==> config.mk <==
export PLATFORM = sky130hd
export DESIGN_NAME = ehm_front_flat
export DESIGN_NICKNAME = d
export VERILOG_FILES = /design/src/rtl/core/ehm_pkg.sv /design/src/rtl/core/ehm_req_if.sv /design/src/rtl/core/ehm_front.sv /design/src/flat_wrapper.sv
export SDC_FILE = /design/constraint.sdc
export NUM_CORES = 2
export LEC_CHECK = 0
export BUFFER_PORTS_ARGS = -buffer_cell sky130_fd_sc_hd__buf_2
export CORE_AREA = 2 2 343 260
export CTS_BUF_LIST = sky130_fd_sc_hd__clkbuf_4 sky130_fd_sc_hd__clkbuf_8
export DETAILED_ROUTE_END_ITERATION = 10
export DIE_AREA = 0 0 345 262
export PLACE_DENSITY = 0.77
export SYNTH_ARGS = -nofsm -noshare
export SYNTH_HDL_FRONTEND = slang
export SYNTH_SLANG_ARGS = --single-unit
==> constraint.sdc <==
create_clock -name clock -period 11 [get_ports clock]
set_clock_uncertainty 0.05 [all_clocks]
set_input_delay 1.65 -clock clock [delete_from_list [all_inputs] [get_ports clock]]
set_output_delay 1.65 -clock clock [all_outputs]
set_load 0.005 [all_outputs]
==> src/rtl/core/ehm_pkg.sv <==
// Shared codes, job types and constants for the epoch hash map.
`default_nettype none
package ehm_pkg;
   localparam logic [1:0] CMD_INSERT = 2'd0;
   localparam logic [1:0] CMD_LOOKUP = 2'd1;
   localparam logic [1:0] CMD_EPOCH  = 2'd2;
   localparam logic [1:0] CMD_UNUSED = 2'd3;

   localparam logic [2:0] ST_DONE = 3'd0;
   localparam logic [2:0] ST_HIT  = 3'd1;
   localparam logic [2:0] ST_MISS = 3'd2;
   localparam logic [2:0] ST_FULL = 3'd3;
   localparam logic [2:0] ST_LONG = 3'd4;

   localparam logic CSR_PRIME_A = 1'b0;
   localparam logic CSR_PRIME_B = 1'b1;

   localparam logic [31:0] PRIME_A_RESET = 32'd151;
   localparam logic [31:0] PRIME_B_RESET = 32'd163;
   localparam int QUEUE_DEPTH = 2;

   typedef enum logic [1:0] {JOB_INSERT, JOB_LOOKUP, JOB_LONG, JOB_EPOCH} job_kind_type;

   typedef struct packed {
      job_kind_type kind;
      logic [31:0]  low_a;
      logic [31:0]  low_b;
      logic [31:0]  value;
   } job_head_type;

   localparam int HEAD_W = $bits(job_head_type);

   typedef struct packed {
      logic full;
      logic empty;
   } queue_status_type;
endpackage
`default_nettype wire

==> src/rtl/core/ehm_req_if.sv <==
// Request channel interface: key byte transactions.
`default_nettype none
interface ehm_req_if;
   logic        valid;
   logic        ready;
   logic [1:0]  cmd;
   logic [7:0]  key_byte;
   logic        key_last;
   logic [31:0] value;
   modport source(output valid, cmd, key_byte, key_last, value, input ready);
   modport sink(input valid, cmd, key_byte, key_last, value, output ready);
endinterface
`default_nettype wire

==> src/rtl/core/ehm_front.sv <==
// Front end: absorbs key bytes, builds both hash accumulators, issues jobs.
`default_nettype none
module ehm_front #(
   parameter int MAX_KEY_BYTES = 32,
   localparam int CNT_W = $clog2(MAX_KEY_BYTES + 1),
   localparam int IDX_W = (MAX_KEY_BYTES > 1) ? $clog2(MAX_KEY_BYTES) : 1,
   localparam int KEY_W = MAX_KEY_BYTES * 8
) (
   input  logic                 clock,
   input  logic                 reset,
   ehm_req_if.sink              req,
   input  logic [31:0]          prime_a,
   input  logic [31:0]          prime_b,
   input  logic                 hold,
   input  logic                 q_full,
   output logic                 push,
   output ehm_pkg::job_head_type job_head,
   output logic [CNT_W-1:0]     job_len,
   output logic [KEY_W-1:0]     job_key
);
   import ehm_pkg::*;

   logic [63:0]      acc_a_ff, acc_b_ff;
   logic [63:0]      pa_lo_ff, pb_lo_ff;
   logic [31:0]      pa_hi_ff, pb_hi_ff;
   logic [7:0]       byte_ff;
   logic             busy_ff, last_ff, ovf_ff;
   job_kind_type     kind_ff;
   logic [31:0]      value_ff;
   logic [CNT_W-1:0] len_ff, seen_ff;
   logic [7:0]       key_buf_ff [MAX_KEY_BYTES];

   logic             accept, room, ovf_in;
   logic [CNT_W-1:0] seen_in;
   logic [63:0]      sum_a, sum_b;

   assign req.ready = !busy_ff && !q_full && !hold;
   assign accept    = req.valid && req.ready;
   assign room      = seen_ff < CNT_W'(MAX_KEY_BYTES);
   assign seen_in   = room ? seen_ff + CNT_W'(1) : seen_ff;
   assign ovf_in    = ovf_ff || !room;

   assign sum_a = acc_a_ff + pa_lo_ff + {pa_hi_ff, 32'd0} + {56'd0, byte_ff};
   assign sum_b = acc_b_ff + pb_lo_ff + {pb_hi_ff, 32'd0} + {56'd0, byte_ff};

   assign push = (accept && req.cmd == CMD_EPOCH) || (busy_ff && last_ff);

   always_comb begin
      job_head.kind  = busy_ff ? kind_ff : JOB_EPOCH;
      job_head.low_a = sum_a[31:0];
      job_head.low_b = sum_b[31:0];
      job_head.value = value_ff;
      job_len        = len_ff;
      for (int j = 0; j < MAX_KEY_BYTES; j++) begin
         job_key[j*8 +: 8] = key_buf_ff[j];
      end
   end

   always_ff @(posedge clock) begin
      if (reset) begin
         busy_ff  <= 1'b0;
         last_ff  <= 1'b0;
         seen_ff  <= '0;
         ovf_ff   <= 1'b0;
         acc_a_ff <= '0;
         acc_b_ff <= '0;
      end else begin
         if (busy_ff) begin
            busy_ff  <= 1'b0;
            acc_a_ff <= last_ff ? 64'd0 : sum_a;
            acc_b_ff <= last_ff ? 64'd0 : sum_b;
         end
         if (accept && (req.cmd inside {CMD_INSERT, CMD_LOOKUP})) begin
            busy_ff  <= 1'b1;
            last_ff  <= req.key_last;
            byte_ff  <= req.key_byte;
            value_ff <= req.value;
            pa_lo_ff <= 64'(acc_a_ff[31:0]) * 64'(prime_a);
            pb_lo_ff <= 64'(acc_b_ff[31:0]) * 64'(prime_b);
            pa_hi_ff <= acc_a_ff[63:32] * prime_a;
            pb_hi_ff <= acc_b_ff[63:32] * prime_b;
            if (room) begin
               key_buf_ff[seen_ff[IDX_W-1:0]] <= req.key_byte;
            end
            if (req.key_last) begin
               len_ff  <= seen_in;
               kind_ff <= ovf_in ? JOB_LONG :
                          (req.cmd == CMD_INSERT ? JOB_INSERT : JOB_LOOKUP);
               seen_ff <= '0;
               ovf_ff  <= 1'b0;
            end else begin
               seen_ff <= seen_in;
               ovf_ff  <= ovf_in;
            end
         end
      end
   end
endmodule
`default_nettype wire

==> src/flat_wrapper.sv <==
// flat-port wrapper written by rule: the top's interface ports become plain ports
module ehm_front_flat import ehm_pkg::*;
#(
   parameter int MAX_KEY_BYTES = 32,
   localparam int CNT_W = $clog2(MAX_KEY_BYTES + 1),
   localparam int IDX_W = (MAX_KEY_BYTES > 1) ? $clog2(MAX_KEY_BYTES) : 1,
   localparam int KEY_W = MAX_KEY_BYTES * 8
)
  (clock, reset, prime_a, prime_b, hold, q_full, push, job_head, job_len, job_key, req_valid, req_cmd, req_key_byte, req_key_last, req_value, req_ready);
  ehm_req_if req_i ();
  input  logic clock;
  input  logic reset;
  input  logic [31:0] prime_a;
  input  logic [31:0] prime_b;
  input  logic hold;
  input  logic q_full;
  output logic push;
  output ehm_pkg::job_head_type job_head;
  output logic [CNT_W-1:0] job_len;
  output logic [KEY_W-1:0] job_key;
  input wire logic [$bits(req_i.valid)-1:0] req_valid;
  input wire logic [$bits(req_i.cmd)-1:0] req_cmd;
  input wire logic [$bits(req_i.key_byte)-1:0] req_key_byte;
  input wire logic [$bits(req_i.key_last)-1:0] req_key_last;
  input wire logic [$bits(req_i.value)-1:0] req_value;
  output wire logic [$bits(req_i.ready)-1:0] req_ready;
  assign req_i.valid = req_valid;
  assign req_i.cmd = req_cmd;
  assign req_i.key_byte = req_key_byte;
  assign req_i.key_last = req_key_last;
  assign req_i.value = req_value;
  assign req_ready = req_i.ready;
  ehm_front #(.MAX_KEY_BYTES(MAX_KEY_BYTES)) u_core (.clock(clock), .reset(reset), .req(req_i), .prime_a(prime_a), .prime_b(prime_b), .hold(hold), .q_full(q_full), .push(push), .job_head(job_head), .job_len(job_len), .job_key(job_key));
endmodule
==> results.yml <==
clock_tree:
  cts_inserted_buffers: 72
  cts_tree: "built"
  cts_max_path_buffers: 3
  postCtsSetupBuffers: 0
  cts.reportedPaths.clkPinSlew_ps: 70
  clock_insertion_delay_worst_skew_ps: 660
  ctsHtreeMaxLevel: 3
  clock_sinks: 441
  cts_root_buffer: "clkbuf_8"
  cts-hold-fix-buffers: 0
  resized_after_cts: 0
layout:
  synthToLayoutAreaGrowth_pct: 9.83
  fillerInstances: 7037
  final_layout_size_suffix_gt1_share_pct: 12.9
  final_nets: 6393
  multi_input_area_sq_um: 32700
  regArea_sq_um: 12500
logic_synthesis:
  syn_inst: 4719
  total_number_of_yosys_warnings: 0
  postSynthNetCount: 6021
  synthMostInstantiatedCell: "inv_1"
  ys_dominant_reg_cell: "edfxtp_1"
  synth_cell_type_count: 80
  synth_area_per_inst_sq_um: 10.4
  synth-edff-count: 368
  postSynthRegisterBits: 441
  async_flop_share_pct: 0
  synth_seq_area_share_pct: 25.4
  post-synth-top-area-fraction_pct: 33.9
  synthTopCellsByArea: "fa_1 (34%), edfxtp_1 (22%), ha_1 (9.0%)"
  syn-cell-area_sq_um: 49200
  netlist.top_cell.by_area: "fa_1"
  netlist_top_cells_count: "inv_1 (863), fa_1 (834), nand2_1 (615)"
timing:
  finalCritPeriodShare_pct: 76.4
  final-setup-viol-count: 0
  worst_slew_margin_rel_pct: 10.1
  grt_setup_unrepaired: "false"
  timing.final.max_slew_violations: 0
  final_period_demand_of_the_worst_path_ps: 8400
  setup_tns_ps: 0
  worstMarginPinSlew_ps: 1350
  final.hold.worst_slack_ps: 466
  hold_viol_final: 0
  max_freq_mhz: 119
die:
  floorplan.die.width_um: 345
  full_die_area_sq_um: 90400
  die_h_um: 262
  initial_core_util_pct: 56.6
  core_area_sq_um: 87000
  std_cell_rows: 94
  boundaryPins: 474
setup_path:
  critPathLaunchType: "input port"
  worstRegToRegCells: 24
  timing.critical_path.mode_cell: "fa_1"
  worst_setup_path_endpoint: "u_core.pa_lo_ff[30]"
  crit_arrival_ps: 8750
  cpMaxStageDelayCell: "fa_1"
  crit_required_ps: 11350
  timing.setup.critical_path_class: "input port to register"
  delay_of_the_slowest_cell_on_the_worst_path_ps: 590
  timing.critical_path.from: "prime_a[2]"
  critical_path.endpoint_type: "register"
  reg2reg_setup_slack_ps: 3060
  critical_path.reg2reg.startpoint: "u_core.acc_a_ff[12]"
  path_cells: "buf_2, nand2_1, fa_1, fa_1, fa_1, fa_1, inv_1, fa_1, fa_1, inv_1, fa_1, fa_1, inv_1, ha_1, and2_1, a221oi_1, o21ai_0, nor3_1, a21oi_2, a31o_1, a2111oi_0, nor3_1, xor2_1"
  r2r-end: "u_core.pa_lo_ff[30]"
  timing.critical_path.fanout_max: 30
power:
  total_net_switching_power_w: 0.00113
  pwr-share-clk_pct: 38.2
  power_frac_comb_pct: 15.6
  pwr-share-seq_pct: 46.2
  power.switching_fraction_pct: 28.4
  ir_drop_uv: 68.4
  intPower_w: 0.00285
  power_density_nw_per_um2: 73.6
  static-leakage-power_nw: 25.3
global_route:
  antenna_found_initial: 6
  grt_start_max_net_pins: 57
  global_route_wire_length_before_repair_um: 212000
  globalRoute.totalOverflow: 0
  grt_pass1_vias: 36700
  globalRouteTotalUtil_pct: 30.6
min_path:
  worst_hold_check_path_type: "register to register"
placed_design:
  port_buffers: 473
  dp_hpwl_um: 104000
  gp_routability_congestion: 0.917
detailed_routing:
  antenna_left: 0
  drt_iter0_drc: 2637
  drt-wirelength-per-cell_um: 21.1
  drt_pass1_iterations: 6
  drt_drc_violations_left: 0
  via_count: 35000
  vias_per_cell: 5.54
  wl_um: 133000
run:
  cap_viol_max_count: 0
status:
  run_status: "finished, final reports clean"
==> kinds of logic after synthesis <==
| family | synth area share (%) |
|---|---|
| and+or+nand+nor | 14.2 |
| adders and majority gates | 43.0 |
| buffers and inverters | 8.17 |
| DFF | 25.4 |
| AOI/OAI and AO/OA | 5.18 |
| xor gates and xnor gates | 4.07 |
| muxes | 0.0432 |
==> how the worst min path moves through the flow <==
stage / from / endpoint / slack, ps / cells past startpoint
finish: u_core.ovf_ff / u_core.ovf_ff / 470 / 2
global route: u_core.ovf_ff / u_core.ovf_ff / 490 / 2
CTS: u_core.ovf_ff / u_core.ovf_ff / 470 / 2
detailed placement: u_core.ovf_ff / u_core.ovf_ff / 460 / 2
global placement: u_core.ovf_ff / u_core.ovf_ff / 450 / 2
floorplan: u_core.last_ff / u_core.last_ff / 400 / 2
==> power groups by stage <==
stage / clock (W) / combinational [W] / sequential, W
after global placement: 0 / 0.000599 / 0.00187
after detailed placement: 0 / 0.000613 / 0.00187
after floorplan: 0 / 0.000392 / 0.00187
after global routing: 0.00162 / 0.000693 / 0.00184
final: 0.00152 / 0.000619 / 0.00184
after CTS: 0.00155 / 0.000618 / 0.00184
==> layer usage <==
metal / GRT usage, % / up-vias / wire length [um]
met1: 42.2 / 17700 / 54900
met5: 0 / - / 9
met3: 7.59 / 232 / 13500
met2: 48.5 / 1770 / 61000
li1: - / 15300 / -
met4: 8.76 / 2 / 3720
==> cell usage in the layout, fill, tap and decap left out, drive strengths merged, types with 4 or more instances in the layout <==
cell type	n
a2111oi	4
a211o	7
a211oi	19
a21boi	5
a21o	53
a21oi	116
a22o	30
a31oi	12
and2	511
and3	15
buf	506
clkbuf	101
clkinv	20
dfxtp	73
diode	4
edfxtp	368
fa	834
ha	356
inv	868
nand2	615
nand2b	15
nand3	19
nand3b	4
nand4	6
nor2	143
nor2b	43
nor3	21
o211ai	9
o21a	16
o21ai	57
o21bai	12
or2	4
or3	7
xnor2	175
xor2	54
==> flip-flops by register name, indices dropped and copies added, names as in the netlist <==
register / count
u_core.acc_a_ff: 32
u_core.acc_b_ff: 32
u_core.busy_ff: 1
u_core.byte_ff: 8
u_core.job_len: 6
u_core.key_buf_ff: 256
u_core.kind_ff: 2
u_core.last_ff: 1
u_core.ovf_ff: 1
u_core.pa_lo_ff: 32
u_core.pb_lo_ff: 32
u_core.seen_ff: 6
u_core.value_ff: 32
==> through the flow <==
stage | setup slack, ps | total power [W] | instances | area, sq um | util, %
finish | 2600 | 0.00398 | 6305 | 54100 | 62.1
CTS | 2720 | 0.00401 | 6301 | 54100 | 62.1
global placement | 2070 | 0.00247 | 6169 | 52500 | 60.4
detailed placement | 2000 | 0.00249 | 6169 | 52500 | 60.4
floorplan | 2440 | 0.00226 | 4719 | 49200 | -
global route | 2180 | 0.00415 | 6304 | 54100 | 62.1
==> cell type report <==
class | count | area share [%]
sequential | 441 | 23.1
inverter | 863 | 5.99
clock inverter | 31 | 0.555
antenna | 4 | 0.0185
multi-input combinational | 3207 | 60.5
clock buffer | 101 | 2.26
timing repair buffer | 506 | 4.84
tap | 1152 | 2.67
==> critical path, delay by kind of cell <==
family | cells | cell delay, ps
buffers and inverters | 4 | 640
AOI/OAI and AO/OA | 5 | 1240
xor gates and xnor gates | 1 | 150
adders and majority gates | 9 | 4350
and+or+nand+nor | 4 | 730
(Power assumes the default switching activity.)
