File: src/rtl/core/ehm_pkg.sv
// Shared codes, job types and constants for the epoch hash map.
`default_nettype none
package ehm_pkg;
   localparam logic [1:0] CMD_INSERT = 2'd0;
   localparam logic [1:0] CMD_LOOKUP = 2'd1;
   localparam logic [1:0] CMD_EPOCH  = 2'd2;
   localparam logic [1:0] CMD_UNUSED = 2'd3;

   localparam logic [2:0] ST_DONE = 3'd0;
   localparam logic [2:0] ST_HIT  = 3'd1;
   localparam logic [2:0] ST_MISS = 3'd2;
   localparam logic [2:0] ST_FULL = 3'd3;
   localparam logic [2:0] ST_LONG = 3'd4;

   localparam logic CSR_PRIME_A = 1'b0;
   localparam logic CSR_PRIME_B = 1'b1;

   localparam logic [31:0] PRIME_A_RESET = 32'd151;
   localparam logic [31:0] PRIME_B_RESET = 32'd163;
   localparam int QUEUE_DEPTH = 2;

   typedef enum logic [1:0] {JOB_INSERT, JOB_LOOKUP, JOB_LONG, JOB_EPOCH} job_kind_type;

   typedef struct packed {
      job_kind_type kind;
      logic [31:0]  low_a;
      logic [31:0]  low_b;
      logic [31:0]  value;
   } job_head_type;

   localparam int HEAD_W = $bits(job_head_type);

   typedef struct packed {
      logic full;
      logic empty;
   } queue_status_type;
endpackage
`default_nettype wire

File: src/rtl/core/ehm_queue.sv
// Job queue between front and back ends.
`default_nettype none
module ehm_queue #(
   parameter int WIDTH = 8,
   parameter int DEPTH = 2,
   localparam int PTR_W = (DEPTH > 1) ? $clog2(DEPTH) : 1,
   localparam int CNT_W = $clog2(DEPTH + 1)
) (
   input  logic                     clock,
   input  logic                     reset,
   input  logic                     push,
   input  logic [WIDTH-1:0]         push_data,
   input  logic                     pop,
   output logic [WIDTH-1:0]         pop_data,
   output ehm_pkg::queue_status_type status
);
   logic [WIDTH-1:0] entry_ff [DEPTH];
   logic [PTR_W-1:0] wr_ff, rd_ff;
   logic [CNT_W-1:0] count_ff;

   assign pop_data     = entry_ff[rd_ff];
   assign status.full  = count_ff == CNT_W'(DEPTH);
   assign status.empty = count_ff == '0;

   always_ff @(posedge clock) begin
      if (reset) begin
         wr_ff    <= '0;
         rd_ff    <= '0;
         count_ff <= '0;
      end else begin
         if (push) begin
            entry_ff[wr_ff] <= push_data;
            wr_ff <= (wr_ff == PTR_W'(DEPTH - 1)) ? '0 : wr_ff + PTR_W'(1);
         end
         if (pop) begin
            rd_ff <= (rd_ff == PTR_W'(DEPTH - 1)) ? '0 : rd_ff + PTR_W'(1);
         end
         if (push && !pop) begin
            count_ff <= count_ff + CNT_W'(1);
         end else if (pop && !push) begin
            count_ff <= count_ff - CNT_W'(1);
         end
      end
   end
endmodule
`default_nettype wire

File: config.mk
export PLATFORM = sky130hd
export DESIGN_NAME = ehm_queue
export DESIGN_NICKNAME = d
export VERILOG_FILES = /design/src/rtl/core/ehm_pkg.sv /design/src/rtl/core/ehm_queue.sv
export SDC_FILE = /design/constraint.sdc
export NUM_CORES = 1
export LEC_CHECK = 0
export BUFFER_PORTS_ARGS = -buffer_cell sky130_fd_sc_hd__buf_4
export CAP_MARGIN = 20
export CORE_MARGIN = 5
export CORE_UTILIZATION = 35
export CTS_CLUSTER_DIAMETER = 200
export DETAILED_ROUTE_END_ITERATION = 6
export GPL_TIMING_DRIVEN = 0
export HOLD_SLACK_MARGIN = 0.02
export PLACE_DENSITY = 0.56
export SLEW_MARGIN = 0
export SYNTH_ARGS = -nofsm -noshare
export SYNTH_HDL_FRONTEND = slang
export SYNTH_SLANG_ARGS = --single-unit
File: constraint.sdc
create_clock -name clock -period 2.3 [get_ports clock]
set_input_delay 0 -clock clock [delete_from_list [all_inputs] [get_ports clock]]
set_output_delay 0 -clock clock [all_outputs]
set_load 0.02 [all_outputs]
==> results.json, run 1 <==
{
  "run_status": "finished clean",
  "synth_top_cell_by_area": "edfxtp_1",
  "min_delay_path_depth": 4,
  "grtUsageTotal_pct": 7.927,
  "worst_setup_path_end_kind": "register",
  "slowest_stage": "nor3b_1",
  "drt_pre_antenna_iters": 4,
  "floorplan.io_pins": 22,
  "cp_num_buf_inv": 3,
  "multi_input_comb_area_sq_um": 197.7,
  "timing.max_cap.violations": 0,
  "cts.htree.levels": 1,
  "power_density_nw_per_um2": 671.8,
  "post_synth_main_area_contributors": "edfxtp_1, dfxtp_1, mux2_2, nor2_1, xnor2_1",
  "tritoncts": "yes",
  "final-seq-area_sq_um": 580.6,
  "swShare_pct": 23.42,
  "timing.final.max_slew_violations": 0,
  "grt_start_max_net_pins": 12,
  "fillers": 217,
  "max_slew.worst_pin.slew_ps": 698.5,
  "post-route-util_pct": 51.67,
  "clk_latency_ps": 280,
  "dp_worst_setup_slack_ps": 767.1,
  "power.net_switching_uw": 176.4,
  "worstPathCellList": "dlygate4sd3_1 -> buf_4 -> nor3b_1 -> buf_2",
  "die_span_x_um": 57.42,
  "clock_power_share_pct": 22.2,
  "place_congestion": 0.6503,
  "setup.worst_path.start_class": "primary input",
  "critical-path-max-stage-delay_ps": 570,
  "grt_setup_unrepaired": "no",
  "route.final.wire_length_mm": 1.321,
  "ff_to_ff_path_depth": 2,
  "grt_overflow_total": 0,
  "finalCritPeriodShare_pct": 67.25,
  "antenna_violations_before_repair": 0,
  "dp_wirelength_um": 930.2,
  "family_of_cells_with_the_greatest_summed_delay_on_the_critical_path": "buffers and inverters",
  "syn_nets": 60,
  "hold_path_class": "primary input to register",
  "p_int_uw": 576.7,
  "synthesis.instances": 47,
  "nNetsFinal": 98,
  "final-setup-viol-count": 0,
  "route.vias.total": 495,
  "p_comb_share_pct": 19.4,
  "clock_edge_transition_at_the_registers_on_the_reported_setup_and_hold_paths_ps": 110,
  "critPathKind": "primary input to register",
  "yosysTopAreaCellShare_pct": 61.05,
  "mappedNetlistArea_sq_um": 787.0,
  "finalHoldViolCount": 0,
  "sequential_power_share_pct": 58.5,
  "hold_slack_ps": 167.6,
  "die_height_um": 57.42,
  "synthToLayoutAreaGrowth_pct": 42.45,
  "route.detailed.wl_per_inst_um": 11.79,
  "synthesis.yosys.warnings": 0,
  "layout-drive-gt1-share_pct": 41.67,
  "timing.max_slew.rel_slack_pct": 53.33,
  "residual_antenna_violating_net_count_after_detailed_routing": 0,
  "worst-endpoint-required_ps": 2310,
  "avgSynthCellArea_sq_um": 16.74,
  "met1Wirelength_um": 563,
  "drt_first_iter_violations": 3,
  "initial_utilization_pct": 36.27,
  "top_layer": "met3",
  "met3RoutedLength_um": 100,
  "met2_length_um": 656,
  "cts-buffers-inserted": 3,
  "drc_errors": 0,
  "yosysSeqAreaShare_pct": 73.77,
  "post-route-min-period_ps": 1547,
  "timing.reg2reg.setup_slack_ps": 810,
  "ctsLongestPathBuffers": 2,
  "avgViaCountPerCell": 4.420,
  "port-buffer-count": 21,
  "grt_pass1_wl_mm": 1.973,
  "worstPathArrival_ps": 1560,
  "cts_repair_resize_count": 0,
  "worstPathMaxFanout": 7,
  "number_of_global_route_vias_before_repair": 481,
  "clock_sink_count": 21,
  "finalWorstSetupSlack_ps": 753.3,
  "synth.lib_cells_used.distinct": 15,
  "peakVddDrop_v": 0.0003473,
  "die_area_sq_um": 3297,
  "core.rowCount": 17,
  "power.leakage_nw": 0.4477,
  "flops_latches_synth": 21,
  "cp.depth": 4,
  "clock-skew-final_ps": 0.8681,
  "ctsRootBufferMaster": "clkbuf_4",
  "totalNegativeSetupSlack_ps": 0,
  "max_clock_freq_mhz": 646.5,
  "antenna_cells": 0,
  "core_area_sq_um": 2170
}
==> layer usage <==
metal	vias up	GRT usage, %
li1	244	-
met1	236	8.794
met2	15	14.35
met3	0	2.036
met4	0	2.980
met5	-	0
==> cell usage after synthesis <==
master / number
xnor2_1: 2
buf_2: 1
o21ai_0: 1
a21oi_1: 1
ha_1: 1
inv_1: 1
and2b_2: 1
xor2_1: 2
nor2_1: 5
nor3b_1: 1
or3_1: 1
mux2_2: 8
and3b_1: 1
edfxtp_1: 16
dfxtp_1: 5
==> sequential cells by signal, indices dropped and copies added (netlist names), named ones only <==
signal and cells:
entry_ff 16, rd_ff 1, count_ff 2, wr_ff 1
==> power by group through the flow <==
stage	clock, mW	combinational [mW]	sequential [mW]
3_3_place_gp	0	0.128	0.449
6_report	0.167	0.146	0.440
3_5_place_dp	0	0.131	0.449
4_1_cts	0.173	0.148	0.441
2_1_floorplan	0	0.0755	0.447
5_1_grt	0.194	0.158	0.442
==> repair_timing <==
item	in CTS	in global routing
buffers inserted	0	0
endpoints found under the hold margin	21	0
hold buffers	11	0
==> placed cells by master, fill, tap and decap left out <==
cell type	netlist	routed
dfxtp_1	5	5
buf_4	0	21
or3_1	1	1
clkbuf_1	0	1
and2b_2	1	1
edfxtp_1	16	16
nor3b_1	1	1
ha_1	1	1
buf_2	1	2
a21oi_1	1	1
clkbuf_4	0	3
xnor2_1	2	2
o21ai_0	1	1
dlygate4sd3_1	0	11
mux2_2	8	8
nor2_1	5	5
and3b_1	1	1
xor2_1	2	2
inv_1	1	1
==> cells by family (layout without fill, tap and decap cells) <==
| group | after synthesis | count (layout) | share of synthesized area [%] |
|---|---|---|---|
| DFF | 21 | 21 | 73.77 |
| and+or+nand+nor | 9 | 9 | 6.361 |
| muxes | 8 | 8 | 11.45 |
| xor gates and xnor gates | 4 | 4 | 4.452 |
| AOI/OAI and AO/OA | 2 | 2 | 1.271 |
| buffers and inverters | 2 | 39 | 1.112 |
| adders and majority gates | 1 | 1 | 1.590 |
==> layout make-up <==
cell class / instances / area share, %
tap: 28 / 3.125
multi-input combinational: 24 / 17.63
inverter: 1 / 0.3348
clock buffer: 4 / 2.344
sequential: 21 / 51.79
buffer: 1 / 0.4464
timing repair buffer: 33 / 24.33
==> metrics by stage <==
step / power [mW] / instances / cell area (sq um)
2_1_floorplan: 0.5226 / 47 / 787.0
3_3_place_gp: 0.5771 / 96 / 979.7
3_5_place_dp: 0.5807 / 97 / 984.7
4_1_cts: 0.7621 / 112 / 1121
5_1_grt: 0.7946 / 112 / 1121
6_report: 0.7531 / 112 / 1121
==> final timing paths <==
path                         endpoint                     start
max          entry_ff[0][7]$_DFFE_PP_                     reset
min          count_ff[0]$_SDFFE_PP0P_                      push
max reg2reg  entry_ff[0][7]$_DFFE_PP_        wr_ff$_SDFFE_PP0P_
min reg2reg  count_ff[1]$_SDFFE_PP0P_  count_ff[1]$_SDFFE_PP0P_
==> worst register-to-register path, cell delays in order (launching register included) <==
cell     delay [ps]
dfxtp_1         340
nor3b_1         590
buf_2           280
Power figures use the tool's default switching activity.
==> inputs of run 2 (changes only) <==
ABC_AREA = 1   (was unset)
PLACE_DENSITY = 0.58   (was 0.56)
clock period = 1.3 ns   (was 2.3 ns; I/O delays follow)
==> results.json, run 2 <==
{
  "max_clock_freq_mhz": 808.8,
  "clock_sink_count": 21,
  "met3RoutedLength_um": 107,
  "tritoncts": "yes",
  "floorplan.io_pins": 22,
  "synthesis.yosys.warnings": 0,
  "power.leakage_nw": 0.5163,
  "clock-skew-final_ps": 0.6663,
  "layout-drive-gt1-share_pct": 40.63,
  "most_frequent_cells_in_the_layout": "buf_4, edfxtp_1, dlygate4sd3_1",
  "antenna_violations_before_repair": 0,
  "ctsRootBufferMaster": "clkbuf_4",
  "cts-buffers-inserted": 3,
  "max_slew.worst_pin.slew_ps": 413.8,
  "totalNegativeSetupSlack_ps": 0,
  "drt_first_iter_violations": 3,
  "run_status": "finished clean",
  "post_synth_main_area_contributors": "edfxtp_1, dfxtp_1, mux2_2, inv_1, nor2_1",
  "cts.htree.levels": 1,
  "synth.lib_cells_used.distinct": 16,
  "ctsLongestPathBuffers": 2,
  "route.final.wire_length_mm": 1.316,
  "dp_wirelength_um": 937.4,
  "grt_overflow_total": 0,
  "peakVddDrop_v": 0.0006758,
  "synth_flop_cell": "edfxtp_1",
  "synthesis.instances": 59,
  "grt_pass1_wl_mm": 2.297,
  "initial_utilization_pct": 36.88,
  "hold_slack_ps": 433.6,
  "post-route-min-period_ps": 1236,
  "timing.max_slew.rel_slack_pct": 72.33,
  "antenna_cells": 0,
  "hold_path_class": "primary input to register",
  "max_flop_register": "entry_ff",
  "synthToLayoutAreaGrowth_pct": 48.47,
  "largest_registers": "entry_ff (16), count_ff (2)",
  "worst_hold_startpoint": "push_data[3]",
  "timing.reg2reg.setup_slack_ps": 100,
  "setup.worst_path.start_class": "register",
  "setup.worst_path.end": "pop_data[2]",
  "core_area_sq_um": 2212,
  "worstPathArrival_ps": 1240,
  "synthMostInstantiatedCell": "edfxtp_1",
  "post_synth_most_frequent_cells": "edfxtp_1, inv_1, mux2_2",
  "timing.max_cap.violations": 0,
  "top_layer": "met3",
  "finalInstanceArea_sq_um": 1211,
  "critPathKind": "register to output pin",
  "worst_setup_path_end_kind": "output pin",
  "grt_setup_unrepaired": "no",
  "ff_to_ff_path_depth": 3,
  "worstPathMaxFanout": 8,
  "power_density_nw_per_um2": 1111,
  "met2_length_um": 714,
  "final-setup-viol-count": 0,
  "mostFrequentLayoutCell": "buf_4",
  "asyncSetResetFlopFracSynth_pct": 0,
  "residual_antenna_violating_net_count_after_detailed_routing": 0,
  "number_of_global_route_vias_before_repair": 546,
  "fillers": 197,
  "postPlaceCellArea_sq_um": 1013,
  "yosysTopAreaCellShare_pct": 58.90,
  "synth_top_cell_by_area": "edfxtp_1",
  "yosysSeqAreaShare_pct": 71.17,
  "avgViaCountPerCell": 4.234,
  "die_area_sq_um": 3397,
  "clk_latency_ps": 290,
  "route.detailed.wl_per_inst_um": 10.61,
  "postCtsSetupRepairBufs": 0,
  "place_congestion": 0.6501,
  "core.rowCount": 17,
  "nNetsFinal": 110,
  "grtUsageTotal_pct": 8.939,
  "slowest_stage": "dfxtp_2",
  "port-buffer-count": 21,
  "drt_pre_antenna_iters": 2,
  "finalCritPeriodShare_pct": 95.11,
  "number_of_enable_type_register_cells_in_the_synthesized_netlist": 16,
  "finalHoldViolCount": 0,
  "drc_errors": 0,
  "largest_register_ff_count": 16,
  "grt_start_max_net_pins": 12,
  "timing.final.max_slew_violations": 0,
  "die_height_um": 58.28,
  "worstPathCellList": "buf_8 -> mux2_4 -> buf_4",
  "syn_nets": 72,
  "met1Wirelength_um": 494,
  "r2r_path_start": "rd_ff$_SDFFE_PP0P_",
  "route.vias.total": 525,
  "die_span_x_um": 58.28,
  "critical-path-max-stage-delay_ps": 340,
  "worst-endpoint-required_ps": 1300,
  "clock_edge_transition_at_the_registers_on_the_reported_setup_and_hold_paths_ps": 110,
  "flops_latches_synth": 21,
  "mappedNetlistArea_sq_um": 815.8,
  "avgSynthCellArea_sq_um": 13.83
}
[run 2: power by group]
part	total, mW	switching (mW)	leakage, nW	internal, mW
clock	0.296	0.177	0.0150	0.119
sequential	0.772	0.0156	0.189	0.756
combinational	0.278	0.126	0.312	0.152
total	1.35	0.318	0.516	1.03
[run 2: how the worst min path moves through the flow]
stage,to,slack (ps),cells past startpoint
final,entry_ff[1][3]$_DFFE_PP_,430,2
after global routing,entry_ff[1][3]$_DFFE_PP_,430,2
after CTS,entry_ff[0][5]$_DFFE_PP_,420,2
after detailed placement,entry_ff[1][2]$_DFFE_PP_,190,1
after global placement,entry_ff[1][5]$_DFFE_PP_,190,1
after floorplan,wr_ff$_SDFFE_PP0P_,70,1
[run 2: per-stage QoR]
step / setup slack [ps] / total power, mW / std cells / utilization, %
global placement: -65.76 / 1.005 / 108 / 45.81
global route: 9.903 / 1.414 / 124 / 54.75
finish: 63.63 / 1.345 / 124 / 54.75
CTS: 17.37 / 1.339 / 124 / 52.83
detailed placement: -58.41 / 1.009 / 108 / 45.81
floorplan: 136.8 / 0.9146 / 59 / -
[run 2: area by class of cell]
cell class | count | area (sq um) | area share, %
clock buffer | 4 | 26.28 | 2.169
buffer | 1 | 15.01 | 1.240
multi-input combinational | 28 | 241.5 | 19.94
inverter | 9 | 33.78 | 2.789
timing repair buffer | 33 | 277.8 | 22.93
tap | 28 | 35.03 | 2.893
sequential | 21 | 581.8 | 48.04
[run 2: routing by layer]
metal  up-vias  track usage, %
met5         -               0
met4         0           3.974
met3         0           2.450
met2        14           15.47
met1       236           10.17
li1        275               -
[run 2: worst max-delay path: cells and delay by family (launching register included)]
family	cells	cell delay (ps)
DFF	1	340
buffers and inverters	2	300
muxes	1	300
[run 2: logic make-up after synthesis]
family                   after synthesis  share of synthesized area (%)
XOR/XNOR                               1                          1.074
AO/OA/AOI/OAI                          3                          1.840
AND/OR/NAND/NOR                       15                          7.822
flip-flops                            21                          71.17
buffers and inverters                 10                          5.521
multiplexers                           8                          11.04
adder cells (fa/ha/maj)                1                          1.533
[run 2: timing repair]
item	4_1_cts	5_1_grt
endpoints found under the hold margin	19	0
gates cloned	0	0
hold buffers	12	0
gates resized for setup	2	11
endpoints found under the setup margin	16	9
==> inputs of run 3 (changes only) <==
ABC_AREA = unset   (was 1)
CAP_MARGIN = unset   (was 20)
PLACE_DENSITY = 0.56   (was 0.58)
clock period = 1.6 ns   (was 1.3 ns; I/O delays follow)
==> results.json, run 3 (same netlist as run 1, synthesis figures left out) <==
{
  "synthToLayoutAreaGrowth_pct": 42.45,
  "finalWorstSetupSlack_ps": 274.7,
  "floorplan.io_pins": 22,
  "most_frequent_cells_in_the_layout": "buf_4, edfxtp_1, dlygate4sd3_1",
  "postCtsSetupRepairBufs": 0,
  "cts.htree.levels": 1,
  "antenna_violations_before_repair": 0,
  "finalHoldViolCount": 0,
  "worstPathArrival_ps": 1330,
  "post-route-min-period_ps": 1325,
  "cts-buffers-inserted": 3,
  "clock_edge_transition_at_the_registers_on_the_reported_setup_and_hold_paths_ps": 110,
  "critical-path-max-stage-delay_ps": 360,
  "drt_first_iter_violations": 8,
  "port-buffer-count": 21,
  "multi_input_comb_area_sq_um": 202.7,
  "place_congestion": 0.6503,
  "avgViaCountPerCell": 4.270,
  "hold_path_class": "primary input to register",
  "slowest_stage": "mux2_2",
  "totalNegativeSetupSlack_ps": 0,
  "worstPathCellList": "buf_2 -> mux2_2 -> buf_4",
  "fillers": 210,
  "grt_pass1_wl_mm": 2.076,
  "mostFrequentLayoutCell": "buf_4",
  "ff_to_ff_path_depth": 1,
  "clk_latency_ps": 290,
  "die_height_um": 57.42,
  "final-seq-area_sq_um": 580.6,
  "power_density_nw_per_um2": 962.3,
  "residual_antenna_violating_net_count_after_detailed_routing": 0,
  "largest_registers": "entry_ff (16), count_ff (2)",
  "die_span_x_um": 57.42,
  "final-setup-viol-count": 0,
  "cell_total_after_placement": 96,
  "postPlaceCellArea_sq_um": 979.7,
  "finalInstanceArea_sq_um": 1121,
  "final_cell_count_no_fill": 111,
  "clock-skew-final_ps": 7.469,
  "route.detailed.wl_per_inst_um": 11.91,
  "die_area_sq_um": 3297,
  "min_delay_path_depth": 2,
  "antenna_cells": 0,
  "grt_overflow_total": 0,
  "largest_register_ff_count": 16,
  "critPathKind": "register to output pin",
  "timing.max_slew.rel_slack_pct": 56.35,
  "clock_sink_count": 21,
  "hold_slack_ps": 434.1,
  "ctsLongestPathBuffers": 2,
  "grt_start_max_net_pins": 12,
  "core.rowCount": 17,
  "layout-drive-gt1-share_pct": 42.17,
  "initial_utilization_pct": 36.27,
  "core_area_sq_um": 2170,
  "max_clock_freq_mhz": 754.5,
  "dp_wirelength_um": 898,
  "grtUsageTotal_pct": 8.431,
  "peakVddDrop_v": 0.0005701,
  "nNetsFinal": 97,
  "max_slew.worst_pin.slew_ps": 651.9,
  "worst_setup_path_end_kind": "output pin",
  "grt_setup_unrepaired": "no",
  "drt_pre_antenna_iters": 3,
  "drc_errors": 0,
  "timing.final.max_slew_violations": 0,
  "worstPathMaxFanout": 8,
  "finalCritPeriodShare_pct": 82.83,
  "timing.max_cap.violations": 0,
  "worst-endpoint-required_ps": 1600,
  "max_flop_register": "entry_ff",
  "dp_worst_setup_slack_ps": -138.2,
  "route.final.wire_length_mm": 1.322,
  "run_status": "finished clean",
  "power_mw": 1.079,
  "tritoncts": "yes",
  "route.vias.total": 474,
  "number_of_global_route_vias_before_repair": 496,
  "power.leakage_nw": 0.4435,
  "ctsRootBufferMaster": "clkbuf_4",
  "post-route-util_pct": 51.67,
  "setup.worst_path.start_class": "register"
}
==> run 3: changes by cell type in the layout (fill, tap and decap cells not counted), moves of 2 or more <==
cell / change
inv_1: -7
mux2_2: +8
mux2_4: -8
nand2_1: -5
xnor2_1: +2
xor2_1: +2
==> run 3: area by class of cell <==
class                           count  share of cell area, %
Multi-Input combinational cell     24                  18.08
Sequential cell                    21                  51.79
Timing Repair Buffer               32                  23.88
Clock buffer                        4                  2.344
Inverter                            1                 0.3348
Buffer                              1                 0.4464
Tap cell                           28                  3.125
==> run 3: timing repair <==
item / in CTS / in global routing
setup endpoints to repair: 8 / 0
hold buffers: 11 / 0
gates resized for setup: 1 / 0
hold endpoints to repair: 21 / 0
==> run 3: final timing paths <==
check / from / end / slack (ps)
max: register / pop_data[5] / 270
min: push_data[2] / entry_ff[1][2]$_DFFE_PP_ / 430
max reg2reg: wr_ff$_SDFFE_PP0P_ / entry_ff[0][7]$_DFFE_PP_ / 320
min reg2reg: count_ff[1]$_SDFFE_PP0P_ / count_ff[1]$_SDFFE_PP0P_ / 520
==> run 3: layer usage <==
layer | track usage [%] | share of wire [%] | wire [um]
met5 | 0 | 0 | 0
met4 | 3.974 | 0.91 | 12
met3 | 2.489 | 8.4 | 111
met2 | 14.84 | 48 | 639
met1 | 9.181 | 42 | 558
==> run 3: where the power goes <==
part	switching, mW	internal [mW]	total [mW]
registers	0.0149	0.619	0.634
logic	0.0948	0.111	0.206
clock network	0.142	0.0967	0.239
==> run 3: worst max-delay path: cells and delay by family, from the launching register on <==
kind / cells / cell delay, ps
multiplexers: 1 / 360
buffers and inverters: 2 / 370
flip-flops: 1 / 320
